## config.mk

```make
export PLATFORM = sky130hd
export DESIGN_NAME = olt_ram
export DESIGN_NICKNAME = d
export VERILOG_FILES = /design/src/hdl/ordered_label_table_core_macros.svh /design/src/hdl/olt_ram.sv
export SDC_FILE = /design/constraint.sdc
export NUM_CORES = 1
export LEC_CHECK = 0
export BUFFER_PORTS_ARGS = -buffer_cell sky130_fd_sc_hd__buf_2
export CORE_MARGIN = 2
export CORE_UTILIZATION = 47
export CTS_BUF_LIST = sky130_fd_sc_hd__clkbuf_8 sky130_fd_sc_hd__clkbuf_16
export DETAILED_ROUTE_END_ITERATION = 8
export PLACE_DENSITY = 0.69
export SYNTH_ARGS = -nofsm -noshare
export SYNTH_HDL_FRONTEND = slang
export SYNTH_SLANG_ARGS = --single-unit
```

## constraint.sdc

```tcl
create_clock -name clock -period 2.1 [get_ports clock]
set_clock_uncertainty 0.1 [all_clocks]
set_input_delay 0.105 -clock clock [delete_from_list [all_inputs] [get_ports clock]]
set_output_delay 0.105 -clock clock [all_outputs]
set_load 0.005 [all_outputs]
```

## src/hdl/ordered_label_table_core_macros.svh

```systemverilog
// assertion helpers
`ifndef ORDERED_LABEL_TABLE_CORE_MACROS_SVH
`define ORDERED_LABEL_TABLE_CORE_MACROS_SVH
`define OLT_ASSERT_IMP(lbl, clk, rst, a, c) \
   lbl: assert property (@(posedge clk) disable iff (rst) (a) |-> (c)) else $error("lbl");
`define OLT_ASSERT_NXT(lbl, clk, rst, a, c) \
   lbl: assert property (@(posedge clk) disable iff (rst) (a) |=> (c)) else $error("lbl");
`endif

```

## src/hdl/olt_ram.sv

```systemverilog
`default_nettype none
module olt_ram #(
   parameter int Width = 8,
   parameter int Depth = 16
) (
   input  wire logic                     clock,
   input  wire logic                     wr_en,
   input  wire logic [$clog2(Depth)-1:0] wr_addr,
   input  wire logic [Width-1:0]         wr_data,
   input  wire logic [$clog2(Depth)-1:0] rd_addr,
   output logic      [Width-1:0]         rd_data
);
   logic [Width-1:0] mem_ff [Depth];
   always_ff @(posedge clock) begin
      if (wr_en) begin
         mem_ff[wr_addr] <= wr_data;
      end
      rd_data <= mem_ff[rd_addr];
   end
endmodule
`default_nettype wire
```

Yosys cells after proc, flatten, opt, wreduce, memory -nomap -nowiden
Memories as Yosys holds them, arrays and structs flattened. A register that Yosys moved wholly into a read port is not among the register bits.
Index checks and enable logic that the tools add are counted.
W data, S select, Z words.
- input port bits: 18
- output and inout port bits: 8
- memories kept: 1
- register bits: 0
- word-level logic and storage cells: 3
- memory bits (writable): 128
- memories (memory ; depth ; width ; read ports ; clocked after memory_dff ; write ports ; line ; source):
    mem_ff ; 16 ; 8 ; 1 ; 1 ; 1 ; olt_ram.sv:13 ; logic [Width-1:0] mem_ff [Depth];
- multiplexer cells: 2
- operators with widths (cell ; count):
    $mux W1 ; 2

Longest topological paths before layout
Gate-level depths: netlist (run 1).
- word-level depth: 2
- mapped depth: 5
- mapped depth without buffers: 3

Worst setup path after synthesis (run 1)
Ideal clock, no wire load.
- kind: input -> register
- from: in wr_addr[2]
- to: mem mem_ff[0][0], enable pin
- required time: 1617 ps
- buffers on the path: 0
- stages: 2
- library setup time: 383 ps
- data arrival time: 1215 ps
- path slack: 402 ps
- path through: or3b_2 > nor3_1
- RTL lines (item ; line ; source):
    start: declaration ; olt_ram.sv:8 ; input wire logic [$clog2(Depth)-1:0] wr_addr,
    end: declaration ; olt_ram.sv:13 ;
Straight into the memory's write port.

==> results of run 1 <==
[timing repair]
action | CTS | global route
endpoints found under the hold margin | 129 | 0
endpoints found under the setup margin | 0 | 0
hold buffers | 9 | 0
[worst min-delay path by stage]
stage	startpoint	cells after the start	endpoint
floorplan	wr_data[0]	0	mem_ff[0][0]
global placement	wr_data[5]	1	mem_ff[6][5]
detailed placement	rd_data[3]	1	rd_data[3]
CTS	wr_addr[0]	3	mem_ff[0][4]
global route	wr_addr[0]	3	mem_ff[0][1]
finish	wr_addr[0]	3	mem_ff[0][0]
[synth_stat cells, drive strengths merged]
cell | count | share of area [%]
nand3 | 1 | 0.097
and2 | 1 | 0.12
mux4 | 32 | 15
nor2 | 13 | 0.95
buf | 7 | 1.1
nor2b | 1 | 0.12
nand2 | 9 | 0.66
a22oi | 16 | 2.3
nand2b | 2 | 0.24
or3b | 1 | 0.17
edfxtp | 128 | 75
dfxtp | 8 | 3.1
clkdlybuf4s25 | 3 | 0.58
nand3b | 2 | 0.29
and2b | 1 | 0.15
nor3 | 4 | 0.39
[kinds of logic after synthesis]
group / count (synthesis) / synth area share (%)
flops: 136 / 77.8
simple gates: 35 / 3.18
mux: 32 / 15.0
compound gates: 16 / 2.33
buf+inv: 10 / 1.68
[through the flow]
| step | utilization, % | instances | power, W |
|---|---|---|---|
| after floorplan | - | 229 | 0.00326 |
| after global placement | 51.5 | 403 | 0.00337 |
| after detailed placement | 51.5 | 403 | 0.00339 |
| after CTS | 57.5 | 444 | 0.00614 |
| after global routing | 57.5 | 444 | 0.00628 |
| final | 57.5 | 444 | 0.00608 |
[power groups by stage]
stage / Combinational [W] / Clock [W] / Sequential [W]
6_report: 0.000285 / 0.00274 / 0.00305
5_1_grt: 0.000315 / 0.00291 / 0.00306
4_1_cts: 0.000293 / 0.00279 / 0.00305
3_5_place_dp: 0.000276 / 0 / 0.00311
3_3_place_gp: 0.000269 / 0 / 0.00311
2_1_floorplan: 0.000154 / 0 / 0.00311
[final cells by class]
| class | count | area share (%) |
|---|---|---|
| Sequential cell | 136 | 64.8 |
| Multi-Input combinational cell | 83 | 17.1 |
| Clock buffer | 18 | 6.92 |
| Timing Repair Buffer | 53 | 6.20 |
| Tap cell | 140 | 2.83 |
| Clock inverter | 14 | 2.15 |
[sequential cells by signal, indices dropped and copies added, names as in the netlist]
signal and flops:
mem_ff 128, rd_data 8
[worst max-delay path, cell delays in order, from the launching register on]
cell and delay, ps:
edfxtp_1 360, mux4_1 510, a22oi_1 290, nand2_1 90
[routing by layer]
metal | routed length, um | track usage (%)
met3 | 541 | 3.95
met2 | 4780 | 28.7
met1 | 3880 | 23.4
met5 | 0 | 0
met4 | 121 | 8.52
==> results.py, run 1 <==
metrics = {
    "clock_network": {
        "insertion_delay_ps": 510,
        "clk_pin_slew_ps": 60,
        "clkSinkCount": 136,
        "cts_tree": "built",
        "root_buffer": "clkbuf_8",
        "htreeDepth": 4,
        "post_cts_buffers": 0,
        "numCtsBuffers": 17,
        "cts_buffer_depth": 2,
        "cts_resized": 0,
    },
    "floorplan": {
        "rows": 38,
        "coreArea_sq_um": 10700,
        "dieArea_sq_um": 11800,
        "initial_utilization_pct": 47.9,
        "die_w_um": 109,
        "dieHeight_um": 109,
        "ioPinCount": 26,
    },
    "global_routing": {
        "grt-ovfl-total": 0,
        "grt_max_degree": 33,
        "grt_pass1_wl_um": 14500,
        "grt_pass1_vias": 2434,
        "grt_usage_pct": 17.8,
        "antenna_found_initial": 0,
    },
    "final_layout": {
        "register_area_sq_um": 4000,
        "area_growth_pct": 20.1,
        "drive_above_1_share_pct": 30.9,
        "antenna_cells": 0,
        "nNetsFinal": 309,
        "multi_input_area_sq_um": 1060,
        "stdcell_area_sq_um": 6180,
        "fillers": 793,
        "layout_commonest_cell": "edfxtp_1",
        "mostFrequentLayoutCells": "128 x edfxtp_1, 25 x buf_2, 18 x mux4_2, 17 x buf_4",
    },
    "yosys": {
        "syn_area_sq_um": 5150,
        "syn_inst": 229,
        "ys_seq_elements": 136,
        "yosysWarningCount": 0,
        "syn_area_per_cell_sq_um": 22.5,
        "synth.distinct_cells": 19,
        "yosysSeqAreaShare_pct": 77.8,
        "synth_nets": 247,
    },
    "placed_design": {
        "dp_slack_ps": 405,
        "portBuffers": 25,
        "placed_area_sq_um": 5530,
        "hpwl_um": 5840,
        "place_congestion": 0.692,
    },
    "pwr": {
        "clockPowerShare_pct": 45.1,
        "peakVddDrop_mv": 0.414,
        "p_switching_w": 0.00121,
        "swShare_pct": 19.9,
        "intPower_w": 0.00487,
        "p_seq_share_pct": 50.2,
        "p_per_area_nw_per_um2": 984,
        "pwr-share-comb_pct": 4.7,
        "power.leakage_nw": 2.13,
    },
    "sta": {
        "final.setup.worst_slack_ps": 631,
        "grt_setup_unrepaired": "no",
        "final.setup.tns_ps": 0,
        "fin_crit_sh_pct": 70.0,
        "tightestPinTransition_ps": 631,
        "min_period_ps": 1470,
        "setup_viol": 0,
        "holdWs_ps": 55.8,
        "slew-limit-headroom_pct": 57.8,
        "slew_violations": 0,
        "fmax_mhz": 681,
        "finalHoldViolCount": 0,
    },
    "min_path": {
        "hold_class": "input port to flop",
    },
    "drt": {
        "wirelength_um": 9330,
        "vias": 2444,
        "drtAntennaViolNets": 0,
        "drtPass1Iterations": 5,
        "drt_first_iter_violations": 220,
        "wl_per_cell_um": 21.0,
        "vias_per_cell": 5.50,
        "drt_drc_violations_left": 0,
    },
    "critical_path": {
        "critPathLaunchType": "flop",
        "worstPathArrival_ps": 1770,
        "path_class": "flop to flop",
        "reg2reg_slack_ps": 630,
        "end_kind": "flop",
        "startpoint": "mem_ff[1][2]",
        "required_ps": 2400,
        "crit_fanout": 1,
        "setup.worst_path.end": "rd_data[2]",
        "timing.rr.end": "rd_data[2]",
        "regToRegStartpoint": "mem_ff[1][2]",
        "ff2ff_path_depth": 3,
    },
    "outcome": {
        "status": "finished clean",
    },
    "flow_run": {
        "maxCapViolations": 0,
    },
}
(Power assumes the default switching activity.)
==> run 2, diff against run 1 <==
- clock period: 2.1 -> 1.5 ns (I/O delays scaled with it)
==> run 2 against run 1 <==
Sequential power up 40%. Via count up 2.3%. Non-clock buffer count up 4. Hold slack worse by 19 ps. Clock power up 61%. Maximum frequency up 1.0%. Flip-flop and latch count unchanged. First-iteration DRC count up 4.1%. Clock-buffer cell count down 1. Largest power group is now the clock network.
==> results.py, run 2 (same netlist as run 1, synthesis figures left out) <==
metrics = {
    "drt": {
        "drt_drc_violations_left": 0,
        "maxUsedRoutingLayer": "met4",
        "drtPass1Iterations": 4,
        "wl_per_cell_um": 22.9,
        "wirelength_um": 10200,
        "wl_met2_um": 5320,
        "drt_first_iter_violations": 229,
        "drtAntennaViolNets": 0,
        "vias_per_cell": 5.58,
        "met1_length_um": 4170,
        "met3_wirelength_um": 631,
        "vias": 2501,
    },
    "clock_network": {
        "numCtsBuffers": 17,
        "insertion_delay_ps": 520,
        "post_cts_buffers": 0,
        "cts_buffer_depth": 2,
        "cts_tree": "built",
        "htreeDepth": 4,
        "clkSinkCount": 136,
        "clk_pin_slew_ps": 60,
        "root_buffer": "clkbuf_8",
    },
    "final_layout": {
        "nNetsFinal": 313,
        "regMostFlops": "mem_ff",
        "fillers": 799,
        "area_growth_pct": 22.8,
        "drive_above_1_share_pct": 32.1,
        "layout.cells.non_filler": 448,
        "layout_commonest_cell": "edfxtp_1",
        "antenna_cells": 0,
        "largest_register_ffs": 128,
        "mostFrequentLayoutCells": "128 x edfxtp_1, 25 x buf_2, 19 x buf_4, 18 x mux4_2",
        "largestRegisters": "mem_ff x128, rd_data x8",
    },
    "sta": {
        "holdWs_ps": 37.0,
        "fmax_mhz": 687,
        "grt_setup_unrepaired": "no",
        "slew_violations": 0,
        "setup_viol": 0,
        "tightestPinTransition_ps": 750,
        "min_period_ps": 1450,
        "slew-limit-headroom_pct": 49.9,
        "finalHoldViolCount": 0,
        "fin_crit_sh_pct": 97.0,
    },
    "global_routing": {
        "grt_usage_pct": 19.5,
        "grt_max_degree": 17,
        "antenna_found_initial": 0,
        "grt_pass1_wl_um": 15600,
        "grt_pass1_vias": 2640,
        "grt-ovfl-total": 0,
    },
    "critical_path": {
        "critPathTopFamily": "multiplexers",
        "timing.rr.end": "rd_data[0]",
        "startpoint": "mem_ff[1][0]",
        "crit_buf_inv": 0,
        "reg2reg_slack_ps": 50,
        "worst-path-stages": 3,
        "slowest_stage": "mux4_1",
        "path_cells": "mux4_1 -> a22oi_1 -> nand2_1",
        "path_class": "flop to flop",
        "crit_fanout": 1,
        "setup.worst_path.end": "rd_data[0]",
        "worstPathArrival_ps": 1750,
        "ff2ff_path_depth": 3,
        "max_stage_delay_ps": 520,
        "regToRegStartpoint": "mem_ff[1][0]",
        "required_ps": 1800,
        "critPathLaunchType": "flop",
        "end_kind": "flop",
    },
    "pwr": {
        "power.leakage_nw": 2.18,
        "p_total_w": 0.00911,
        "peakVddDrop_mv": 0.800,
        "p_per_area_nw_per_um2": 1440,
    },
    "outcome": {
        "status": "finished clean",
    },
    "floorplan": {
        "rows": 38,
        "dieArea_sq_um": 11800,
        "coreArea_sq_um": 10700,
        "initial_utilization_pct": 47.9,
        "ioPinCount": 26,
        "dieHeight_um": 109,
        "die_w_um": 109,
    },
    "min_path": {
        "holdCritStartpoint": "wr_addr[0]",
        "hold_class": "input port to flop",
    },
    "placed_design": {
        "placed_cells": 407,
        "place_congestion": 0.729,
        "hpwl_um": 6630,
        "portBuffers": 25,
    },
    "flow_run": {
        "maxCapViolations": 0,
    },
}
run 2: final cells by class:
class / instances / area [sq um] / share of cell area, %
clock inverters: 15 / 225 / 3.56
flip-flops and latches: 136 / 4000 / 63.4
well taps: 140 / 175 / 2.77
multi-input cells: 83 / 1060 / 16.8
repair buffers: 57 / 438 / 6.93
clock buffers: 17 / 414 / 6.55
run 2: how the worst min path moves through the flow:
stage                         to  slack, ps  cells after the start
CTS                 mem_ff[0][6]          3                      3
global route        mem_ff[0][6]         30                      3
floorplan           mem_ff[0][0]         70                      0
finish              mem_ff[0][0]         40                      3
global placement      rd_data[0]        360                      1
detailed placement    rd_data[0]        370                      1
run 2: per-stage QoR:
| step | worst slack [ps] | area [sq um] | setup TNS (ps) | utilization [%] |
|---|---|---|---|---|
| after global routing | 3.84 | 6320 | 0 | 58.8 |
| after global placement | -46.6 | 5590 | -73.0 | 52.0 |
| after CTS | 43.9 | 6320 | 0 | 58.8 |
| final | 45.2 | 6320 | 0 | 58.8 |
| after detailed placement | -58.6 | 5590 | -183 | 52.0 |
| after floorplan | 58.9 | 5150 | 0 | - |
run 2: per-layer routing:
layer  track usage (%)  up-vias
li1                  -     1108
met1              25.4     1305
met2              31.3       78
met3              5.38       10
met4              8.33        0
met5                 0        -
run 2: where the power goes:
group | leakage, nW | internal [W] | switching, W
logic | 0.648 | 0.000199 | 0.000226
registers | 1.22 | 0.00425 | 0.0000259
clock network | 0.306 | 0.00287 | 0.00154
run 2: timing repair:
action | in CTS | in global routing
resized for setup | 0 | 0
hold buffers | 9 | 0
setup endpoints to repair | 0 | 0
endpoints found under the hold margin | 136 | 0
run 2: tightest hold or removal path: stages:
cell	delay (ps)
buf_2	170
nor3_2	60
buf_4	170
